[src/hw/rtl/itp_pkg.sv]
// itp_pkg: shared types, character codes and classification helpers
// for the infix to postfix converter. No dependencies.
package itp_pkg;

  // character codes
  localparam logic [7:0] CH_CARET  = 8'h5E;
  localparam logic [7:0] CH_STAR   = 8'h2A;
  localparam logic [7:0] CH_SLASH  = 8'h2F;
  localparam logic [7:0] CH_PLUS   = 8'h2B;
  localparam logic [7:0] CH_MINUS  = 8'h2D;
  localparam logic [7:0] CH_LPAREN = 8'h28;
  localparam logic [7:0] CH_RPAREN = 8'h29;

  // precedence ranks; rank order matches the signed precedence order
  localparam logic [1:0] RANK_NONE = 2'd0;
  localparam logic [1:0] RANK_ADD  = 2'd1;
  localparam logic [1:0] RANK_MUL  = 2'd2;
  localparam logic [1:0] RANK_POW  = 2'd3;

  typedef enum logic [1:0] {
    KIND_LETTER,
    KIND_LPAREN,
    KIND_RPAREN,
    KIND_OP
  } kind_e;

  typedef struct packed {
    logic [7:0] in_char;
    logic       end_flag;
  } in_item_t;

  typedef struct packed {
    logic [7:0] out_char;
    logic       char_valid;
    logic       overflow;
    logic       run_last;
    logic       expression_end;
  } out_item_t;

  // classified character handed from front to back
  typedef struct packed {
    logic [7:0] ch;
    kind_e      kind;
    logic [1:0] rank;
    logic       last;
  } tok_t;

  function automatic logic [1:0] prec_rank(input logic [7:0] c);
    logic [1:0] r;
    if (c == CH_CARET) begin
      r = RANK_POW;
    end else if (c == CH_STAR || c == CH_SLASH) begin
      r = RANK_MUL;
    end else if (c == CH_PLUS || c == CH_MINUS) begin
      r = RANK_ADD;
    end else begin
      r = RANK_NONE;
    end
    return r;
  endfunction

  function automatic logic is_letter(input logic [7:0] c);
    return ((c >= 8'h61) && (c <= 8'h7A)) || ((c >= 8'h41) && (c <= 8'h5A));
  endfunction

endpackage

[src/hw/rtl/itp_fifo.sv]
// itp_fifo: two-entry register queue used between pipeline parts.
// Depends on no package; the entry type is a parameter.
module itp_fifo #(
  parameter type item_t = logic
) (
  input  logic  clk_i,
  input  logic  rst_ni,
  input  logic  wr_i,
  input  item_t wdata_i,
  output logic  full_o,
  input  logic  rd_i,
  output item_t rdata_o,
  output logic  empty_o
);

  item_t       mem_q [2];
  logic        wr_ptr_q, wr_ptr_d;
  logic        rd_ptr_q, rd_ptr_d;
  logic [1:0]  cnt_q, cnt_d;
  logic        do_wr, do_rd;

  assign full_o  = (cnt_q == 2'd2);
  assign empty_o = (cnt_q == 2'd0);
  assign rdata_o = mem_q[rd_ptr_q];
  assign do_wr   = wr_i && !full_o;
  assign do_rd   = rd_i && !empty_o;

  // pointer and fill update
  always_comb begin
    wr_ptr_d = wr_ptr_q ^ do_wr;
    rd_ptr_d = rd_ptr_q ^ do_rd;
    cnt_d    = cnt_q + {1'b0, do_wr} - {1'b0, do_rd};
  end

  always_ff @(posedge clk_i or negedge rst_ni) begin
    if (!rst_ni) begin
      wr_ptr_q <= 1'b0;
      rd_ptr_q <= 1'b0;
      cnt_q    <= 2'd0;
    end else begin
      wr_ptr_q <= wr_ptr_d;
      rd_ptr_q <= rd_ptr_d;
      cnt_q    <= cnt_d;
    end
  end

  // entry storage
  always_ff @(posedge clk_i) begin
    if (do_wr) begin
      mem_q[wr_ptr_q] <= wdata_i;
    end
  end

endmodule

[src/hw/rtl/itp_front.sv]
// itp_front: accepts input characters, classifies them and queues them
// for the stack engine. Depends on itp_pkg and itp_fifo.
module itp_front (
  input  logic             clk_i,
  input  logic             rst_ni,
  input  logic             push_i,
  output logic             full_o,
  input  itp_pkg::in_item_t in_item_i,
  output itp_pkg::tok_t    tok_o,
  output logic             tok_empty_o,
  input  logic             tok_pop_i
);
  import itp_pkg::*;

  tok_t tok_in;

  // classify the incoming character
  always_comb begin
    tok_in.ch   = in_item_i.in_char;
    tok_in.rank = prec_rank(in_item_i.in_char);
    tok_in.last = in_item_i.end_flag;
    if (is_letter(in_item_i.in_char)) begin
      tok_in.kind = KIND_LETTER;
    end else if (in_item_i.in_char == CH_LPAREN) begin
      tok_in.kind = KIND_LPAREN;
    end else if (in_item_i.in_char == CH_RPAREN) begin
      tok_in.kind = KIND_RPAREN;
    end else begin
      tok_in.kind = KIND_OP;
    end
  end

  // queue toward the back end
  itp_fifo #(.item_t(tok_t)) u_tok_fifo (
    .clk_i   (clk_i),
    .rst_ni  (rst_ni),
    .wr_i    (push_i),
    .wdata_i (tok_in),
    .full_o  (full_o),
    .rd_i    (tok_pop_i),
    .rdata_o (tok_o),
    .empty_o (tok_empty_o)
  );

endmodule

[src/hw/rtl/itp_back.sv]
// itp_back: operator stack engine; pops one entry per cycle while the result
// queue has room and hands finished results to the result queue. Depends on itp_pkg.
module itp_back #(
  parameter int unsigned STACK_DEPTH = 16
) (
  input  logic               clk_i,
  input  logic               rst_ni,
  input  itp_pkg::tok_t      tok_i,
  input  logic               tok_empty_i,
  output logic               tok_pop_o,
  output itp_pkg::out_item_t res_o,
  output logic               res_push_o,
  input  logic               res_full_i
);
  import itp_pkg::*;

  localparam int unsigned IW = (STACK_DEPTH > 1) ? $clog2(STACK_DEPTH) : 1;
  localparam int unsigned CW = $clog2(STACK_DEPTH + 1);
  localparam logic [CW-1:0] DEPTH_C = CW'(STACK_DEPTH);

  localparam logic [1:0] S_IDLE = 2'd0;
  localparam logic [1:0] S_RUN  = 2'd1;
  localparam logic [1:0] S_END  = 2'd2;

  logic [1:0]    state_q, state_d;
  logic [CW-1:0] count_q, count_d;
  logic [CW-1:0] count_m1;
  logic [IW-1:0] rd_idx;
  tok_t          cur_q, cur_d;
  out_item_t     pend_q, pend_d;
  logic          pend_v_q, pend_v_d;
  logic          byp_q, byp_d;
  logic [7:0]    bypc_q, bypc_d;
  logic [7:0]    rdata_q;
  logic [7:0]    stack_mem [STACK_DEPTH];
  logic          we;
  logic [IW-1:0] waddr;
  logic [7:0]    wdata;
  logic [7:0]    top;
  logic          gen_en;
  out_item_t     gen_item;

  // top of stack: a fresh push is bypassed until the memory read catches up
  assign top      = byp_q ? bypc_q : rdata_q;
  assign count_m1 = count_d - CW'(1);
  assign rd_idx   = count_m1[IW-1:0];

  // sequencer
  always_comb begin
    state_d    = state_q;
    count_d    = count_q;
    cur_d      = cur_q;
    pend_d     = pend_q;
    pend_v_d   = pend_v_q;
    byp_d      = 1'b0;
    bypc_d     = bypc_q;
    tok_pop_o  = 1'b0;
    res_push_o = 1'b0;
    res_o      = '0;
    we         = 1'b0;
    waddr      = count_q[IW-1:0];
    wdata      = cur_q.ch;
    gen_en     = 1'b0;
    gen_item   = '0;

    unique case (state_q)
      S_IDLE: begin
        if (!tok_empty_i) begin
          tok_pop_o = 1'b1;
          cur_d     = tok_i;
          state_d   = S_RUN;
        end
      end
      S_RUN: begin
        if (!res_full_i) begin
          unique case (cur_q.kind)
            KIND_LETTER: begin
              gen_en              = 1'b1;
              gen_item.out_char   = cur_q.ch;
              gen_item.char_valid = 1'b1;
              state_d             = S_END;
            end
            KIND_RPAREN: begin
              if (count_q != '0 && top != CH_LPAREN) begin
                gen_en              = 1'b1;
                gen_item.out_char   = top;
                gen_item.char_valid = 1'b1;
                count_d             = count_q - CW'(1);
              end else begin
                if (count_q != '0) begin
                  count_d = count_q - CW'(1);
                end
                state_d = S_END;
              end
            end
            KIND_OP, KIND_LPAREN: begin
              if (cur_q.kind == KIND_OP && count_q != '0 &&
                  cur_q.rank <= prec_rank(top)) begin
                gen_en              = 1'b1;
                gen_item.out_char   = top;
                gen_item.char_valid = 1'b1;
                count_d             = count_q - CW'(1);
              end else begin
                if (count_q < DEPTH_C) begin
                  we      = 1'b1;
                  count_d = count_q + CW'(1);
                  byp_d   = 1'b1;
                  bypc_d  = cur_q.ch;
                end else begin
                  gen_en            = 1'b1;
                  gen_item.overflow = 1'b1;
                end
                state_d = S_END;
              end
            end
            default: state_d = S_END;
          endcase
        end else begin
          byp_d = byp_q;
        end
      end
      S_END: begin
        if (!res_full_i) begin
          if (cur_q.last && count_q != '0) begin
            // end of expression flush, top first
            gen_en              = 1'b1;
            gen_item.out_char   = top;
            gen_item.char_valid = 1'b1;
            count_d             = count_q - CW'(1);
          end else begin
            // close the step: mark the held result as its last
            if (pend_v_q) begin
              res_push_o            = 1'b1;
              res_o                 = pend_q;
              res_o.run_last        = 1'b1;
              res_o.expression_end  = cur_q.last;
              pend_v_d              = 1'b0;
            end else if (cur_q.last) begin
              res_push_o           = 1'b1;
              res_o.run_last       = 1'b1;
              res_o.expression_end = 1'b1;
            end
            state_d = S_IDLE;
          end
        end else begin
          byp_d = byp_q;
        end
      end
      default: state_d = S_IDLE;
    endcase

    // a new result releases the one held before it
    if (gen_en) begin
      res_push_o = pend_v_q;
      res_o      = pend_q;
      pend_d     = gen_item;
      pend_v_d   = 1'b1;
    end
  end

  always_ff @(posedge clk_i or negedge rst_ni) begin
    if (!rst_ni) begin
      state_q  <= S_IDLE;
      count_q  <= '0;
      pend_v_q <= 1'b0;
      byp_q    <= 1'b0;
    end else begin
      state_q  <= state_d;
      count_q  <= count_d;
      pend_v_q <= pend_v_d;
      byp_q    <= byp_d;
    end
  end

  always_ff @(posedge clk_i) begin
    cur_q  <= cur_d;
    pend_q <= pend_d;
    bypc_q <= bypc_d;
  end

  // operator stack memory, registered read of the next top entry
  always_ff @(posedge clk_i) begin
    if (we) begin
      stack_mem[waddr] <= wdata;
    end
    rdata_q <= stack_mem[rd_idx];
  end

endmodule

[src/hw/rtl/infix_to_postfix_converter.sv]
// infix_to_postfix_converter: top level of the shunting-yard converter.
// Depends on itp_pkg, itp_front, itp_back and itp_fifo.
//
// Characters go in through a queue interface (push/full) and postfix
// results come out through another (empty/pop). A front end classifies each
// character and queues it; a stack engine then works on one character at a
// time and a two-entry result queue decouples it from the reader. Each character
// steps through the idle, run and end states of the stack engine, which pops one
// stack entry per cycle while the result queue has room (operators, ')' and the
// end-of-expression flush); one character pops at most STACK_DEPTH + 1 entries.
// Each character yields its results in order with run_last on its final result
// and expression_end on the final result of a marked last character.
module infix_to_postfix_converter #(
  parameter int unsigned STACK_DEPTH = 16
) (
  input  logic               clk_i,
  input  logic               rst_ni,
  input  logic               push,
  output logic               full,
  input  itp_pkg::in_item_t  in_item_i,
  output logic               empty,
  input  logic               pop,
  output itp_pkg::out_item_t res_o
);
  import itp_pkg::*;

  tok_t      tok;
  logic      tok_empty;
  logic      tok_pop;
  out_item_t res_data;
  logic      res_push;
  logic      res_full;

  // front end: classify and queue characters
  itp_front u_front (
    .clk_i       (clk_i),
    .rst_ni      (rst_ni),
    .push_i      (push),
    .full_o      (full),
    .in_item_i   (in_item_i),
    .tok_o       (tok),
    .tok_empty_o (tok_empty),
    .tok_pop_i   (tok_pop)
  );

  // back end: operator stack engine
  itp_back #(.STACK_DEPTH(STACK_DEPTH)) u_back (
    .clk_i       (clk_i),
    .rst_ni      (rst_ni),
    .tok_i       (tok),
    .tok_empty_i (tok_empty),
    .tok_pop_o   (tok_pop),
    .res_o       (res_data),
    .res_push_o  (res_push),
    .res_full_i  (res_full)
  );

  // result queue toward the reader
  itp_fifo #(.item_t(out_item_t)) u_res_fifo (
    .clk_i   (clk_i),
    .rst_ni  (rst_ni),
    .wr_i    (res_push),
    .wdata_i (res_data),
    .full_o  (res_full),
    .rd_i    (pop),
    .rdata_o (res_o),
    .empty_o (empty)
  );

endmodule

[config.mk]
export PLATFORM = sky130hd
export DESIGN_NAME = infix_to_postfix_converter
export DESIGN_NICKNAME = d
export VERILOG_FILES = /design/src/hw/rtl/itp_pkg.sv /design/src/hw/rtl/itp_fifo.sv /design/src/hw/rtl/itp_front.sv /design/src/hw/rtl/itp_back.sv /design/src/hw/rtl/infix_to_postfix_converter.sv
export SDC_FILE = /design/constraint.sdc
export NUM_CORES = 1
export LEC_CHECK = 0
export ABC_AREA = 1
export ABC_CLOCK_PERIOD_IN_PS = 4820
export BUFFER_PORTS_ARGS = -buffer_cell sky130_fd_sc_hd__buf_2
export CAP_MARGIN = 20
export CORE_UTILIZATION = 35
export CTS_CLUSTER_DIAMETER = 30
export DETAILED_ROUTE_END_ITERATION = 8
export GPL_TIMING_DRIVEN = 0
export REMOVE_ABC_BUFFERS = 1
export SLEW_MARGIN = 10
export SYNTH_ARGS = -nofsm -noshare
export SYNTH_HDL_FRONTEND = slang
export SYNTH_SLANG_ARGS = --single-unit
[constraint.sdc]
create_clock -name clk_i -period 4.82 [get_ports clk_i]
set_clock_uncertainty 0.05 [all_clocks]
set_input_delay 0.723 -clock clk_i [delete_from_list [all_inputs] [get_ports clk_i]]
set_output_delay 0.723 -clock clk_i [all_outputs]
set_load 0.01 [all_outputs]
Yosys cells after proc, flatten, opt, wreduce, memory -nomap -nowiden
Memory sizes are Yosys's and may differ from the RTL's. A register that Yosys moved wholly into a read port is not among the register bits.
Index checks and enable logic that the tools add are counted.
Widths: inputs -> output; s select.
Operators by class
  reduce and logical (&&, ||, !) cells: 32
  equality and inequality tests: 28
  add/subtract/negate cells: 7
  bitwise operators: 9
  multiplexer cells: 80
  order comparisons: 6
Operator list (count)
  $eq 8x6->1 const B: 10
  $mux 12: 4
  $mux 1: 36
  $mux 9: 4
  $mux 5: 7
  $mux 2: 17
  $pmux 9 s3: 1
  $mux 10: 2
  $pmux 5 s2: 2
  $pmux 9 s2: 1
  $eq 8x7->1 const B: 2
  $ge 8x7->1 const B: 2
  $le 8x7->1 const B: 2
  $pmux 2 s3: 2
  $eq 2x2->1 const B: 5
  $logic_and 1x1->1: 10
  $ne 2x2->1 const B: 5
  $logic_not 2->1: 4
  $mux 8: 1
  $ne 8x6->1 const B: 1
  $ne 3x3->1 const B: 2
  $reduce_and 6->1: 1
  $add 5x1->5 const B: 1
  $logic_or 1x1->1: 5
  20 further kinds: 35
Word-level totals
  bits in writable memories: 178
  logic and storage cells: 179
  input bits: 13
  output and inout port bits: 14
  register bits after elaboration: 35
  memories: 3
Memories
  u_back.stack_mem: depth 16, width 8, read ports 1, clocked after memory_dff 1, write ports 1, line itp_back.sv:35  | logic [7:0] stack_mem [STACK_DEPTH];
  u_front.u_tok_fifo.mem_q: depth 2, width 13, read ports 1, clocked after memory_dff 1, write ports 1, line itp_fifo.sv:16  | item_t mem_q [2];
  u_res_fifo.mem_q: depth 2, width 12, read ports 1, clocked after memory_dff 0, write ports 1, line itp_fifo.sv:16

Logic depth before layout (Yosys ltp)
  depth after elaboration: 19
  depth in mapped cells: 29
  gate-level depth less buffers: 26

Cells and area by module
From an unflattened synthesis, not the netlist that was laid out.
Unflattened totals
  cell total of the unflattened synthesis: 1169
  area total of the unflattened synthesis: 11209.5 um^2
By module, submodules not included
  itp_back: cells an instance 934, seq. area each 5159.9 um^2, times used 1, area an instance 8723.4 um^2
  itp_fifo (u_front.u_tok_fifo): cells an instance 99, seq. area each 880.8 um^2, times used 1, area an instance 1189.9 um^2
  itp_fifo (u_res_fifo): cells an instance 94, seq. area each 820.8 um^2, times used 1, area an instance 1118.6 um^2
  itp_front: cells an instance 42, seq. area each 0.0 um^2, times used 1, area an instance 177.7 um^2

Worst setup path before layout
No wires, ideal clock.
  path type: flip-flop to flip-flop
  start point: register u_back.byp_q
  end point: register u_back.rdata_q[1] (read register of u_back.stack_mem)
  data required time: 4712 ps
  setup slack: 1090 ps
  cell stages (with the launch flop): 29
  period minus slack after synthesis: 3730 ps
  setup time: 58 ps
  arrival: 3622 ps
  cell sequence: dfrtp_1 buf_2 nand2_1 nand2_1 inv_1 or2_2 nor4_1 nor3_1 ha_1 nand2_1 nand2_1 nand2_1 nand3_2 nand2_1 nand2_1 nand3_2 nand2_2 nand2_4 nand2_4 buf_6 buf_6 ha_1 clkbuf_1 inv_1 buf_1 nand3_1 nand3_1 nand3_1 nand2_1
On the way
  word-level cells in the longest chain between the ends: 16
  elaborated cells between the ends (all ways): 24
  those cells by class: add/sub (1); order compare (1); eq/ne (6); mux (12); reduce/logical (4)
RTL lines
  from (decl): line itp_back.sv:32  | logic byp_q, byp_d;
  from (signal assigned): line itp_back.sv:171  | byp_q <= byp_d;
  $mux 8 (*): line itp_back.sv:44  | assign top = byp_q ? bypc_q : rdata_q;
  $eq 8x6->1: line itp_pkg.sv:54  | end else if (c == CH_PLUS || c == CH_MINUS) begin
  $logic_or 1x1->1: line itp_pkg.sv:54
  $mux 1: line itp_pkg.sv:54
  $mux 2: line itp_pkg.sv:52  | end else if (c == CH_STAR || c == CH_SLASH) begin
  $mux 2: line itp_pkg.sv:50  | if (c == CH_CARET) begin
  $mux 2: line itp_back.sv:76  | unique case (cur_q.kind)
  $mux 2: line itp_back.sv:75  | if (!res_full_i) begin
  $mux 2: line itp_back.sv:66  | unique case (state_q)
  $le 2x2->1: line itp_back.sv:98  | cur_q.rank <= prec_rank(top)) begin
  $logic_and 1x1->1: line itp_back.sv:97  | if (cur_q.kind == KIND_OP && count_q != '0 &&
  $mux 5: line itp_back.sv:97
  $pmux 5 s2 (*): line itp_back.sv:76
  $mux 5 (*): line itp_back.sv:75
  $pmux 5 s2 (*): line itp_back.sv:66
  $sub 4x1->4 (*): line itp_back.sv:45  | assign count_m1 = count_d - CW'(1);
  to (decl): line itp_back.sv:34  | logic [7:0] rdata_q;
Mark *: on every way between the ends. The rest lies on a longest branch, timed or not. The select of a mux whose other input is x is not followed.
A chain may end at the register's enable or synchronous reset.

Final worst setup path
  start point: register u_back.byp_q
  end point: register u_back.rdata_q[7] (read register of u_back.stack_mem)
Same word-level chain as after synthesis.

==> impl_metrics.csv <==
group,metric,value,unit
outcome,status,"complete, no violations",
timing,hold_ws,84.20,ps
global_route,first_global_vias,7780,
timing,final-max-slew-violation-count,0,
route,dr_total_vias,7851,
clock_network,cts-hold-fix-buffers,0,
clock_network,cts-htree-levels,2,
worst_setup_path,timing.rr.start,"u_back.byp_q",
die,num_rows,65,
worst_setup_path,cpPeakStageDelay,480,ps
timing,setup_viol,0,
global_route,groute.usage.overall,16.03,%
worst_setup_path,critPathLaunchType,"flop",
die,fp.dieArea,32890,um^2
logic_synthesis,synth-async-reset-ratio,7.265,%
worst_setup_path,critPathMaxFanout,17,
worst_setup_path,timing.critical_path.max_delay_family,"simple AND/OR/NAND/NOR gates",
clock_network,ctsLongestPathBuffers,3,
die,die_width,181.4,um
route,routed_wirelength,25900,um
route,drt_first_pass_iters,5,
logic_synthesis,synth_most_common_cell,"sky130_fd_sc_hd__nand2_1",
clock_network,clk-insertion-delay-late,520,ps
timing,relSlewSlack,40.98,%
layout,post_route_cells_drive_above_1_share,13.78,%
route,drtAntennaViolNets,0,
logic_synthesis,synth-seq-area-share,60.94,%
run,max_cap_viol_count,0,
worst_setup_path,rr_worst_depth,25,
min_path,hold_path.class,"in -> async",
logic_synthesis,synth_largest_type_area_fraction,55.74,%
logic_synthesis,ys_top_cells_by_area,"sky130_fd_sc_hd__edfxtp_1 (56%), sky130_fd_sc_hd__nand2_1 (8.6%), sky130_fd_sc_hd__nand3_1 (8.5%), sky130_fd_sc_hd__inv_1 (5.3%), sky130_fd_sc_hd__dfrtp_1 (3.8%)",
worst_setup_path,crit_reg_reg_endpoint,"u_back.rdata_q[7]",
clock_network,clock_tree.root_cell,"sky130_fd_sc_hd__clkbuf_16",
global_route,grt_pass1_wl,41280,um
layout,area_delta_synth_final,18.49,%
route,drt-vias-per-instance,4.910,
route,drt_drc_violations_left,0,
global_route,grt_start_max_net_pins,67,
timing,maxClockFrequency,222.7,MHz
place,detailedPlacementHpwl,15430,um
die,floorplan.initialDensity,35.59,%
worst_setup_path,critical_path_required,5180,ps
logic_synthesis,synthesis.area,11260,um^2
logic_synthesis,synth-warning-count,0,
worst_setup_path,critPathArrivalTime,4850,ps
worst_setup_path,critical_path_buf_inv_count,3,
clock_network,clkTransAtPathRegs,50,ps
logic_synthesis,postSynthRegisterBits,234,
clock_network,clock_tree_from_tritoncts,"yes",
timing,layout_worst_path_cycle_share,93.17,%
clock_network,num_clock_sinks,234,
worst_setup_path,timing.reg2reg.setup_slack,330,ps
place,routabilityCongestion,0.8656,
die,floorplan.core_area,31640,um^2
route,drt-initial-drc-count,585,
worst_setup_path,critPathCaptureType,"flop",
logic_synthesis,post_synth_inst_count,1123,
logic_synthesis,synth.cells.most_frequent,"sky130_fd_sc_hd__nand2_1 (259), sky130_fd_sc_hd__edfxtp_1 (209), sky130_fd_sc_hd__nand3_1 (191), sky130_fd_sc_hd__inv_1 (158), sky130_fd_sc_hd__nor2_1 (44)",
timing,layout_min_cycle_time,4491,ps
logic_synthesis,synth-main-ff-cell,"sky130_fd_sc_hd__edfxtp_1",
timing,hold_viol_final,0,
route,avgRoutedWirePerCell,16.20,um
clock_network,tritoncts.num_buffers,47,
place,portBuffers,26,
worst_setup_path,worst_path_most_repeated_cell,"sky130_fd_sc_hd__nand2_1",
layout,antenna_cells_inserted,0,
logic_synthesis,syn_avg_cell_area,10.03,um^2
global_route,overflow,0,
logic_synthesis,synth_edf_count,209,
worst_setup_path,cpMaxStageDelayCell,"sky130_fd_sc_hd__dfrtp_2",
logic_synthesis,synth.largest_area_cell,"sky130_fd_sc_hd__edfxtp_1",
timing,tightest_slew,882.0,ps
global_route,antenna_violations_before_repair,0,
worst_setup_path,path_class,"reg -> reg",
logic_synthesis,post_synth_num_cell_types,45,
die,die_h,181.4,um
die,boundary_pins,27,
layout,layout.filler_cells,2904,
layout,nNetsFinal,1192,
==> worst max path at each step <==
stage	startpoint	endpoint	slack (ps)	cells past startpoint
2_1_floorplan	u_back.byp_q	u_back.rdata_q[0]	-270	24
3_3_place_gp	u_back.state_q[0]	u_back.rdata_q[7]	-2830	11
3_5_place_dp	u_back.byp_q	u_back.rdata_q[5]	-1650	25
4_1_cts	u_back.byp_q	u_back.rdata_q[5]	30	25
5_1_grt	u_back.byp_q	u_back.rdata_q[4]	-20	25
6_report	u_back.byp_q	u_back.rdata_q[7]	330	25
==> cell families (layout without fill, tap and decap cells) <==
logic type,Yosys count,count (layout),synth area share [%]
xor gates and xnor gates,11,11,0.8556
buffers and inverters,220,290,8.556
AOI/OAI and AO/OA,51,51,2.823
and+or+nand+nor,588,592,24.71
DFF,234,234,60.94
adders and majority gates,19,19,2.111
==> per-layer routing <==
layer / track usage, % / part of all wire [%]
met4: 6.169 / 3.3
met3: 3.044 / 6.0
met5: 0 / 0
met1: 20.34 / 43
met2: 27.03 / 48
==> per-stage QoR <==
stage	utilization, %	setup slack [ps]	TNS [ps]	instances	area [um^2]
6_report	42.17	329.1	0	1599	13340
5_1_grt	42.17	-15.17	-17.35	1599	13340
4_1_cts	42.00	26.08	0	1596	13290
3_5_place_dp	36.80	-1654	-15570	1504	11640
3_3_place_gp	36.60	-2833	-22850	1502	11580
2_1_floorplan	-	-270.2	-2157	1074	10950
==> state kept, by name, summed over array words and instances (netlist names) <==
name,flops
u_back.byp_q,1
u_back.bypc_q,8
u_back.count_q,5
u_back.cur_q,5
u_back.pend_q,10
u_back.pend_v_q,1
u_back.rdata_q,8
u_back.stack_mem,128
u_back.state_q,2
u_back.wdata,8
u_front.u_tok_fifo.cnt_q,2
u_front.u_tok_fifo.mem_q,26
u_front.u_tok_fifo.rd_ptr_q,1
u_front.u_tok_fifo.wr_ptr_q,1
u_res_fifo.cnt_q,2
u_res_fifo.mem_q,24
u_res_fifo.rd_ptr_q,1
u_res_fifo.wr_ptr_q,1
==> layout by cell type (no fill, tap or decap), types with 3 or more instances in the layout <==
master | synthesis | routed
sky130_fd_sc_hd__o2111ai_1 | 3 | 3
sky130_fd_sc_hd__dfrtp_1 | 17 | 16
sky130_fd_sc_hd__clkbuf_1 | 17 | 6
sky130_fd_sc_hd__nor3_1 | 17 | 17
sky130_fd_sc_hd__nand2_2 | 10 | 10
sky130_fd_sc_hd__xnor2_1 | 4 | 4
sky130_fd_sc_hd__inv_2 | 9 | 9
sky130_fd_sc_hd__nor2_2 | 2 | 4
sky130_fd_sc_hd__nand2_4 | 6 | 9
sky130_fd_sc_hd__clkinv_1 | 1 | 7
sky130_fd_sc_hd__ha_1 | 19 | 16
sky130_fd_sc_hd__nor2_1 | 44 | 42
sky130_fd_sc_hd__nand3b_1 | 32 | 32
sky130_fd_sc_hd__buf_2 | 8 | 26
sky130_fd_sc_hd__xor2_1 | 7 | 7
sky130_fd_sc_hd__inv_4 | 3 | 3
sky130_fd_sc_hd__nand2_1 | 259 | 258
sky130_fd_sc_hd__dfxtp_1 | 8 | 8
sky130_fd_sc_hd__o21ai_0 | 14 | 14
sky130_fd_sc_hd__clkinvlp_4 | 0 | 11
sky130_fd_sc_hd__a21oi_1 | 12 | 12
sky130_fd_sc_hd__o21ai_1 | 5 | 5
sky130_fd_sc_hd__nand4_1 | 8 | 8
sky130_fd_sc_hd__or2_2 | 3 | 3
sky130_fd_sc_hd__edfxtp_1 | 209 | 209
sky130_fd_sc_hd__inv_1 | 158 | 157
sky130_fd_sc_hd__clkinv_2 | 0 | 9
sky130_fd_sc_hd__bufinv_16 | 0 | 5
sky130_fd_sc_hd__o31ai_1 | 9 | 9
sky130_fd_sc_hd__nand3_1 | 191 | 191
sky130_fd_sc_hd__clkbuf_16 | 0 | 49
sky130_fd_sc_hd__buf_4 | 4 | 5
sky130_fd_sc_hd__nor4_1 | 5 | 4
==> cell type report <==
type / count / area [um^2] / share of cell area (%)
timing repair buffer: 33 / 222.7 / 1.669
tap: 402 / 503.0 / 3.770
clock buffer: 55 / 1249 / 9.360
sequential: 234 / 6863 / 51.44
clock inverter: 31 / 301.5 / 2.260
multi-input combinational: 673 / 3550 / 26.61
inverter: 171 / 653.1 / 4.895
==> worst reg2reg max path, stage by stage (launching register included) <==
cell	delay, ps
sky130_fd_sc_hd__dfrtp_2	480
sky130_fd_sc_hd__inv_2	150
sky130_fd_sc_hd__nand2_1	60
sky130_fd_sc_hd__nand2_1	80
sky130_fd_sc_hd__inv_1	50
sky130_fd_sc_hd__or2_2	340
sky130_fd_sc_hd__nor4_4	310
sky130_fd_sc_hd__nor3_1	140
sky130_fd_sc_hd__ha_1	330
sky130_fd_sc_hd__nand2_1	70
sky130_fd_sc_hd__nand2_1	40
sky130_fd_sc_hd__nand2_1	120
sky130_fd_sc_hd__nand3_4	180
sky130_fd_sc_hd__nand2_1	100
sky130_fd_sc_hd__nand2_1	60
sky130_fd_sc_hd__nand3_2	60
sky130_fd_sc_hd__nand2_2	180
sky130_fd_sc_hd__nand2_8	190
sky130_fd_sc_hd__nand2_8	150
sky130_fd_sc_hd__ha_4	300
sky130_fd_sc_hd__inv_1	80
sky130_fd_sc_hd__nand3_1	100
sky130_fd_sc_hd__nand2_2	310
sky130_fd_sc_hd__nand3_1	240
sky130_fd_sc_hd__nand3_1	150
sky130_fd_sc_hd__nand2_1	70
==> timing repair <==
action / in CTS / in global routing
endpoints found under the hold margin: 0 / 0
pin swaps: 3 / 2
setup endpoints to repair: 69 / 152
cloned: 3 / 1
resized for setup: 7 / 6
setup buffers: 3 / 2
Power is not shown: default switching activity piles up to over one toggle a cycle in this logic, so the estimate is an artifact.
